`src/acs_pkg.sv`:
```
// ----------------------------------------------------------------------------
// acs_pkg
// shared constants, register indexes and cell control type for the
// alternating column sorter
// ----------------------------------------------------------------------------
package acs_pkg;

  localparam int MAX_ROWS   = 32;
  localparam int DATA_W     = 32;
  localparam int ROW_IDX_W  = $clog2(MAX_ROWS);
  localparam int CNT_W      = $clog2(MAX_ROWS + 1);
  localparam int ROWS_W     = 6;
  localparam int COLS_W     = 10;
  localparam int CFG_IDX_W  = 2;
  localparam int CFG_DATA_W = 10;

  // configuration register indexes
  localparam logic [CFG_IDX_W-1:0] REG_ROWS_IN_USE = 2'd0;
  localparam logic [CFG_IDX_W-1:0] REG_COLS_IN_USE = 2'd1;

  // control shared by every cell of the chain
  typedef struct packed {
    logic insert;   // an element is inserted this cycle
    logic desc;     // current column sorts descending
    logic load;     // copy the sorted column into the output row
    logic shift;    // output row moves one place towards cell 0
  } acs_ctrl_t;

endpackage

```
`src/acs_cell.sv`:
```
// ----------------------------------------------------------------------------
// acs_cell
// one insertion-sort cell with its output shift stage
// ----------------------------------------------------------------------------
module acs_cell import acs_pkg::*; (
  input  logic                     clk,
  input  acs_ctrl_t                ctrl,
  input  logic                     occupied,
  input  logic signed [DATA_W-1:0] new_val,
  input  logic                     left_ins,
  input  logic signed [DATA_W-1:0] left_val,
  input  logic signed [DATA_W-1:0] right_out,
  output logic                     ins,
  output logic signed [DATA_W-1:0] val,
  output logic signed [DATA_W-1:0] out_val
);

  logic signed [DATA_W-1:0] sort_r;
  logic signed [DATA_W-1:0] sort_nxt;
  logic signed [DATA_W-1:0] out_r;

  // new element belongs in front of the value held here
  assign ins = !occupied || (ctrl.desc ? (new_val > sort_r) : (new_val < sort_r));

  always_comb begin
    sort_nxt = sort_r;
    if (ctrl.insert && ins) begin
      sort_nxt = left_ins ? left_val : new_val;
    end
  end

  always_ff @(posedge clk) begin
    if (ctrl.insert) begin
      sort_r <= sort_nxt;
    end
    if (ctrl.load) begin
      out_r <= sort_nxt;
    end else if (ctrl.shift) begin
      out_r <= right_out;
    end
  end

  assign val     = sort_r;
  assign out_val = out_r;

endmodule

```
`config.mk`:
```
export PLATFORM = sky130hd
export DESIGN_NAME = acs_cell
export DESIGN_NICKNAME = d
export VERILOG_FILES = /design/src/acs_pkg.sv /design/src/acs_cell.sv
export SDC_FILE = /design/constraint.sdc
export NUM_CORES = 1
export LEC_CHECK = 0
export BUFFER_PORTS_ARGS = -buffer_cell sky130_fd_sc_hd__buf_2
export CORE_MARGIN = 2
export CORE_UTILIZATION = 55
export DETAILED_ROUTE_END_ITERATION = 10
export PLACE_DENSITY = 0.95
export SETUP_SLACK_MARGIN = 0.1
export SLEW_MARGIN = 5
export SYNTH_ARGS = -nofsm -noshare
export SYNTH_HDL_FRONTEND = slang
export SYNTH_SLANG_ARGS = --single-unit
```
`constraint.sdc`:
```
create_clock -name clk -period 6.85 [get_ports clk]
set_input_delay 0.685 -clock clk [delete_from_list [all_inputs] [get_ports clk]]
set_output_delay 0.685 -clock clk [all_outputs]
set_load 0.005 [all_outputs]
```
# Yosys cells after proc, flatten, opt, wreduce, memory -nomap -nowiden
# Cells that the tools add are included.
# op_classes
addsub	0
n_mul	0
div	0
n_lt_le_gt_ge	2
eq_ne	0
n_shift	0
muxes	5
bitwise_logic	0
reduce_logical	4
# op_table
cell	n
$mux W32	4
$gt A32 B32 Y1	1
$lt A32 B32 Y1	1
$reduce_bool A2 Y1	1
$logic_and A1 B1 Y1	1
$logic_not A1 Y1	1
$logic_or A1 B1 Y1	1
$mux W1	1
# totals
ff_bits	64
latchBits	0
mem_bits_rw	0
romBits	0
inputBits	103
output_inout_bits	65
word_cells	13
n_memories	0

# Logic depth before layout (Yosys ltp)
# Gate-level depths: netlist of run 1.
# depth
ltp_word	6
ltp_mapped	12
ltp_nobuf	10

# Least setup slack after synthesis of run 1
# No wires, ideal clock.
# synth_timing
path_type	input-to-output
from	input new_val[29]
to	output ins
arrival_ns	2.649
path_slack_ns	3.516
stages	10
n_path_buf	2
path_cell_list	ha_1 -> a21o_1 -> a21o_1 -> a221oi_2 -> o21ai_1 -> o31a_1 -> or3_1 -> buf_6 -> buf_6 -> nand3_1
# synth_via
elab_chain_cells	3
word_cells_on_any_way	4
classes_between	order compare (2); mux (1); reduce/logical (1)
# synth_rtl
item	line	text
start, declared	acs_cell.sv:9	input logic signed [DATA_W-1:0] new_val,
$lt A32 B32 Y1 / $gt A32 B32 Y1 (equally long branches)	acs_cell.sv:23	assign ins = !occupied || (ctrl.desc ? (new_val > sort_r) : (new_val < sort_r));
$mux W1 *	acs_cell.sv:23	
$logic_or A1 B1 Y1 *	acs_cell.sv:23	
end, declared	acs_cell.sv:13	output logic ins,
# Mark *: on every way between the ends. The rest lies on a longest branch, timed or not.

# Final worst setup path of run 1
# layout_timing
from	input new_val[31]
to	output ins
# The elaborated chain is that of the path after synthesis.

==> run metrics, run 1 <==
# fillers 636; total CTS buffers 9; critical path's slowest cell o21bai_4; status finished, final reports clean; # hold bufs at CTS 0; DR pass1 iterations 4; H-tree Lvls 3; root buf cell clkbuf_8; crit-path max FO 21; leading register cell type out of synthesis edfxtp_1; flops & latches, synth between 60 and 70; CTS tree done; commonest non-fill, non-tap cell in the layout buf_2; startpoint types primary input; ys async rst share 0; final core utilization 0.686; Worst Hold End out_val[5]$_DFFE_PP_; area leader, netlist edfxtp_1; CTS Sinks 64; top area cells in the synthesized netlist edfxtp_1, a31oi_4, ha_1; EDFF count, synth 64; Synth Instances about 450; antenna-violating nets left 0; total negative setup slack 0 ns; CTS max path bufs 2; initial antenna violation count 1; worst path bufs/invs 2; final worst path period share 0.606; Worst Path Arrival ~3.5 ns; first-pass GRT wire length 19.0 mm; CP delay by family, top simple AND/OR/NAND/NOR gates; clk slew on worst S/H paths roughly 0.08 ns; I/O Buffers between 150 and 200; most frequent cells in the layout buf_2, nand2_1, edfxtp_1; worst slew pin tran 1.27 ns; post-CTS sizing 0; Std-Cell Rows 33; Leak 2.54 nW; total power approximately 1.1 mW; Routability Congestion about 0.8; Slew headroom 0.154; DR iter-0 viols between 300 and 400; YS warnings 0; io pins 168; Die Wd approximately 96 µm; worst hold start right_out[5]; vias in the first global route 4060; Die Y 95.8 µm; placed wire-length estimate 9.20 mm; Req. time, crit path slightly above 6 ns; synthesized area approximately 4600 µm²; gr usage total 0.273; register area around 1900 µm²; Via Count roughly 4200; Avg Vias per Cell 6.00; post-synth cell types 37; total grt overflow 0; largest net degree at the start of global routing 97; DP Area 5450 µm²; Setup Fix Bufs, Post-CTS 0; post-layout minimum cycle time approximately 4.2 ns; Seq/Total Area, Yosys 0.415; Yosys top cell area share 0.415; multi-input logic area between 2000 and 2500 µm²; DIE AREA between 9000 and 10000 µm²; FMAX between 0.2 and 0.25 GHz; clock skew 0.0126 ns; VDD IR max between 0.00009 and 0.0001 V; max incr delay on CP 0.65 ns; starting density of the core 0.567; syn_nets between 500 and 600; Crit path top cell by count buf_2; cell area after layout approximately 5600 µm²; worst hold path type primary input to flop; syn avg cell area ~10 µm²; maximum capacitance violations 0; clock latency on the worst-skew pair between 0.3 and 0.4 ns; reg2reg start val[31]$_DFFE_PP_; non-filler cells, final slightly above 700; Nets 731; CP Class primary input to primary output; RSZ-0062 raised after global routing false; hold violation total from the final report 0; Finish-stage setup viols 0; worst reg2reg setup slack 2.92 ns; crit end category primary output; Max Slew Vio Count 0; Cells after DPL a little under 700; PD cells 202 nW/µm²; crit-path cells buf_2 -> ha_1 -> nand4_1 -> nor4_2 -> nand2b_1 -> o21ai_1 -> nor4_1 -> o21bai_4 -> nand3_1 -> buf_2; R2R cell count 11; remaining routing DRC violations 0; DRT Wirelength 13.0 mm; drt wl/cell 18.4 µm; Layout area overhead 21.0%; terminus of the critical flop-to-flop path out_val[22]$_DFFE_PP_; fraction of layout cells with a size suffix above 1 0.349; hold path depth 3; Core ar. between 8000 and 9000 µm²
worst max-delay path by stage:
stage,from,to,slack [ns],cells past startpoint
floorplan,new_val[29],ins,3.52,10
detailed placement,new_val[31],out_val[22]$_DFFE_PP_,2.54,11
CTS,new_val[31],ins,2.73,10
global route,new_val[31],ins,2.56,10
global placement,new_val[31],out_val[22]$_DFFE_PP_,2.80,11
finish,new_val[31],ins,2.70,10
worst register-to-register path, stage by stage (launching register included):
cell and delay, ns:
edfxtp_1 0.38, inv_1 0.05, ha_1 0.44, nand4_1 0.29, nor4_2 0.39, nand2b_1 0.12, o21ai_1 0.27, nor4_1 0.15
o21bai_4 0.65, buf_4 0.48, a31oi_1 0.19, o31ai_1 0.33
area by class of cell:
class / count / area share
well taps: 105 / 0.0234
flip-flops and latches: 64 / 0.343
multi-input cells: 314 / 0.427
clock inverters: 6 / 0.00469
repair buffers: 171 / 0.155
inverters: 36 / 0.0241
diodes: 1 / 0.000446
clock buffers: 10 / 0.0228
flip-flops by register name (all words and copies together) (netlist names):
| name | cells |
|---|---|
| out_val | 32 |
| val | 32 |
synth_stat cells, types with 3 or more instances:
library cell / count
a21o_1: 3
a21oi_1: 10
a31oi_1: 44
a31oi_4: 20
buf_2: 4
buf_6: 4
clkbuf_1: 23
edfxtp_1: 64
ha_1: 32
inv_1: 35
mux2i_1: 31
nand2_1: 70
nand3_1: 6
nand4_1: 6
nor2_1: 32
o21ai_0: 3
o31ai_1: 33
metal layers:
metal	up-vias	wire length, µm	global-route usage	part of all wire
met3	39	1080	0.0556	0.083
met2	260	6490	0.487	0.50
met5	-	0	0	0
li1	1990	-	-	-
met4	0	388	0.118	0.030
met1	1951	5020	0.316	0.39
where the power goes:
group / switching (mW) / internal, mW / total, mW
clock: 0.144 / 0.126 / 0.270
combinational: 0.212 / 0.138 / 0.350
sequential: 0.0237 / 0.490 / 0.514
total: 0.380 / 0.754 / 1.13
kinds of logic (layout without fill, tap and decap cells):
kind of cell / Yosys count / count (layout) / share of synthesized area
and+or+nand+nor: 126 / 126 / 0.115
AOI/OAI and AO/OA: 125 / 125 / 0.245
buffers and inverters: 70 / 223 / 0.0713
DFF: 64 / 64 / 0.415
adders and majority gates: 32 / 32 / 0.0864
muxes: 31 / 31 / 0.0670
other: 0 / 1 / 0
stage by stage:
step	hold WS, ns	worst slack (ns)
2_1_floorplan	0.599	3.52
3_3_place_gp	0.593	2.80
3_5_place_dp	0.613	2.54
4_1_cts	0.613	2.73
5_1_grt	0.620	2.56
6_report	0.619	2.70
Note: power is estimated with default switching activity, not from simulation.
==> run 2: changes to the inputs <==
--- a/config.mk
+++ b/config.mk
@@ -7,9 +7,9 @@
 export LEC_CHECK = 0
 export BUFFER_PORTS_ARGS = -buffer_cell sky130_fd_sc_hd__buf_2
 export CORE_MARGIN = 2
-export CORE_UTILIZATION = 55
+export CORE_UTILIZATION = 51
 export DETAILED_ROUTE_END_ITERATION = 10
-export PLACE_DENSITY = 0.95
+export PLACE_DENSITY = 0.93
 export SETUP_SLACK_MARGIN = 0.1
 export SLEW_MARGIN = 5
 export SYNTH_ARGS = -nofsm -noshare
==> constraint.sdc (replaced) <==
create_clock -name clk -period 4.3 [get_ports clk]
set_input_delay 0.43 -clock clk [delete_from_list [all_inputs] [get_ports clk]]
set_output_delay 0.43 -clock clk [all_outputs]
set_load 0.005 [all_outputs]
==> run metrics, run 2 (synthesis results as in run 1) <==
Max Slew Vio Count 0 (unchanged); drt wl/cell 19.0 µm (was 18.4 µm); worst slew pin tran 1.08 ns (was 1.27 ns); Die Wd 99.3 µm (was 95.8 µm); FMAX between 0.2 and 0.3 GHz; Finish-stage setup viols 0 (unchanged); worst hold path type primary input to flop (unchanged); commonest non-fill, non-tap cell in the layout buf_2 (unchanged); root buf cell clkbuf_8 (unchanged); final worst path period share 0.867; crit-path max FO 19 (was 21); total grt overflow 0 (unchanged); Via Count 4366 (was 4240); fraction of layout cells with a size suffix above 1 0.352 (was 0.349); H-tree Lvls 3 (unchanged); Req. time, crit path 3.87 ns (was 6.16 ns); antenna-violating nets left 0 (unchanged); starting density of the core 0.529 (was 0.567); Avg Vias per Cell 6.15 (was 6.00); metal2 WL 6.64 mm (was 6.49 mm); Worst Path Arrival 3.30 ns (was 3.47 ns); total negative setup slack 0 ns (unchanged); combinational share of power 0.295 (was 0.309); largest net degree at the start of global routing 97 (unchanged); n_diodes 0 (was 1); Std-Cell Rows 34 (was 33); Routability Congestion 0.880 (was 0.808); first-pass GRT wire length 21.3 mm (was 19.0 mm); clock latency on the worst-skew pair 0.34 ns (about the same); remaining routing DRC violations 0 (unchanged); RSZ-0062 raised after global routing false (unchanged); Leak 2.57 nW (was 2.54 nW); post-layout minimum cycle time 3.73 ns; CP Class flop to primary output (was primary input to primary output); placed wire-length estimate 9.49 mm (was 9.20 mm); Slew headroom 0.279 (was 0.154); clock skew 0.0112 ns (was 0.0126 ns); max layer used met5 (was met4); CTS max path bufs 2 (unchanged); DR iter-0 viols 289 (was 310); maximum capacitance violations 0 (unchanged); initial antenna violation count 1 (unchanged); met1 wire length 5.18 mm (was 5.02 mm); Switch Pwr 617 µW (was 380 µW); Layout area overhead 22.7% (was 21.0%); Switching Share 0.317 (was 0.335); DIE AREA 9870 µm² (was 9180 µm²); DR pass1 iterations 7 (was 4); CTS tree done (unchanged); Internal Power 1.33 mW (was 754 µW); startpoint types flop (was primary input); Die Y 99.3 µm (was 95.8 µm); CTS Sinks 64 (unchanged); Nets 733 (was 731); clk slew on worst S/H paths 0.07 ns (was 0.08 ns); total CTS buffers 9 (unchanged); hold violation total from the final report 0 (unchanged); Hold Slack 0.370 ns (was 0.619 ns); WL met3 1.15 mm (was 1.08 mm); clock share of power 0.283 (was 0.238); io pins 168 (unchanged); I/O Buffers 167 (unchanged); # fillers 662 (was 636); Seq pwr share 0.422 (was 0.453); PD cells 342 nW/µm² (was 202 nW/µm²); crit end category primary output (unchanged); vias in the first global route 4408 (was 4060); most frequent cells in the layout buf_2, nand2_1, edfxtp_1 (unchanged); VDD IR max 0.000190 V (was 0.0000904 V); Core ar. 8760 µm² (was 8180 µm²); status finished, final reports clean (unchanged); gr usage total 0.274 (was 0.273); DRT Wirelength 13.5 mm (was 13.0 mm)
==> run 2: cell count changes in the layout (fill, tap and decap cells not counted), sizes merged <==
cell / before / now
diode: 1 / 0
buf: 171 / 173
clkinv: 6 / 3
bufinv: 0 / 2
==> run 2: worst paths after layout <==
path | cells after the start | slack [ns] | to | from
hold / removal | 3 | 0.37 | out_val[22]$_DFFE_PP_ | right_out[22]
setup / recovery | 10 | 0.57 | ins | val[31]$_DFFE_PP_
setup reg to reg | 11 | 0.69 | out_val[6]$_DFFE_PP_ | val[31]$_DFFE_PP_
hold reg to reg | 2 | 0.63 | val[30]$_DFFE_PP_ | val[30]$_DFFE_PP_
==> run 2: layout make-up <==
type / instances / area [µm²] / area share
Sequential cell: 64 / 1920 / 0.338
Clock inverter: 5 / 72.6 / 0.0128
Inverter: 36 / 135 / 0.0238
Multi-Input combinational cell: 314 / 2400 / 0.422
Timing Repair Buffer: 173 / 896 / 0.158
Clock buffer: 10 / 128 / 0.0224
Tap cell: 108 / 135 / 0.0238
==> run 2: critical path, cell delays in order, from the launching register on <==
cell      delay [ns]
edfxtp_1        0.38
inv_1           0.06
ha_1            0.39
nand4_1         0.26
inv_1           0.08
a221oi_2        0.31
o21ai_1         0.17
nor4_1          0.55
or3_4           0.48
nand3_1         0.13
buf_2           0.15
==> run 2: timing repair <==
action | CTS | global route
hold buffers | 0 | 0
setup endpoints to repair | 0 | 1
buffers inserted | 0 | 0
gates resized for setup | 0 | 1
==> run 2: stage by stage <==
step | setup slack (ns) | total power, mW | cell area [µm²] | cells | util
final | 0.570 | 1.95 | 5690 | 710 | 0.649
after detailed placement | 0.412 | 1.40 | 5480 | 695 | 0.626
after floorplan | 1.44 | 1.19 | 4630 | 448 | -
after CTS | 0.368 | 1.94 | 5680 | 710 | 0.648
after global routing | 0.275 | 2.03 | 5690 | 710 | 0.649
after global placement | 0.557 | 1.36 | 5480 | 695 | 0.626
==> run 2: power groups by stage <==
stage	clock network [mW]	registers [mW]	logic, mW
after floorplan	0	0.833	0.353
after global placement	0	0.830	0.533
after detailed placement	0	0.833	0.565
after CTS	0.553	0.820	0.567
after global routing	0.577	0.828	0.627
final	0.551	0.821	0.573
==> run 2: layer usage <==
| layer | track usage | up-vias |
|---|---|---|
| met5 | 0 | - |
| met4 | 0.130 | 2 |
| met3 | 0.0450 | 65 |
| met2 | 0.483 | 307 |
| met1 | 0.325 | 2011 |
| li1 | - | 1981 |
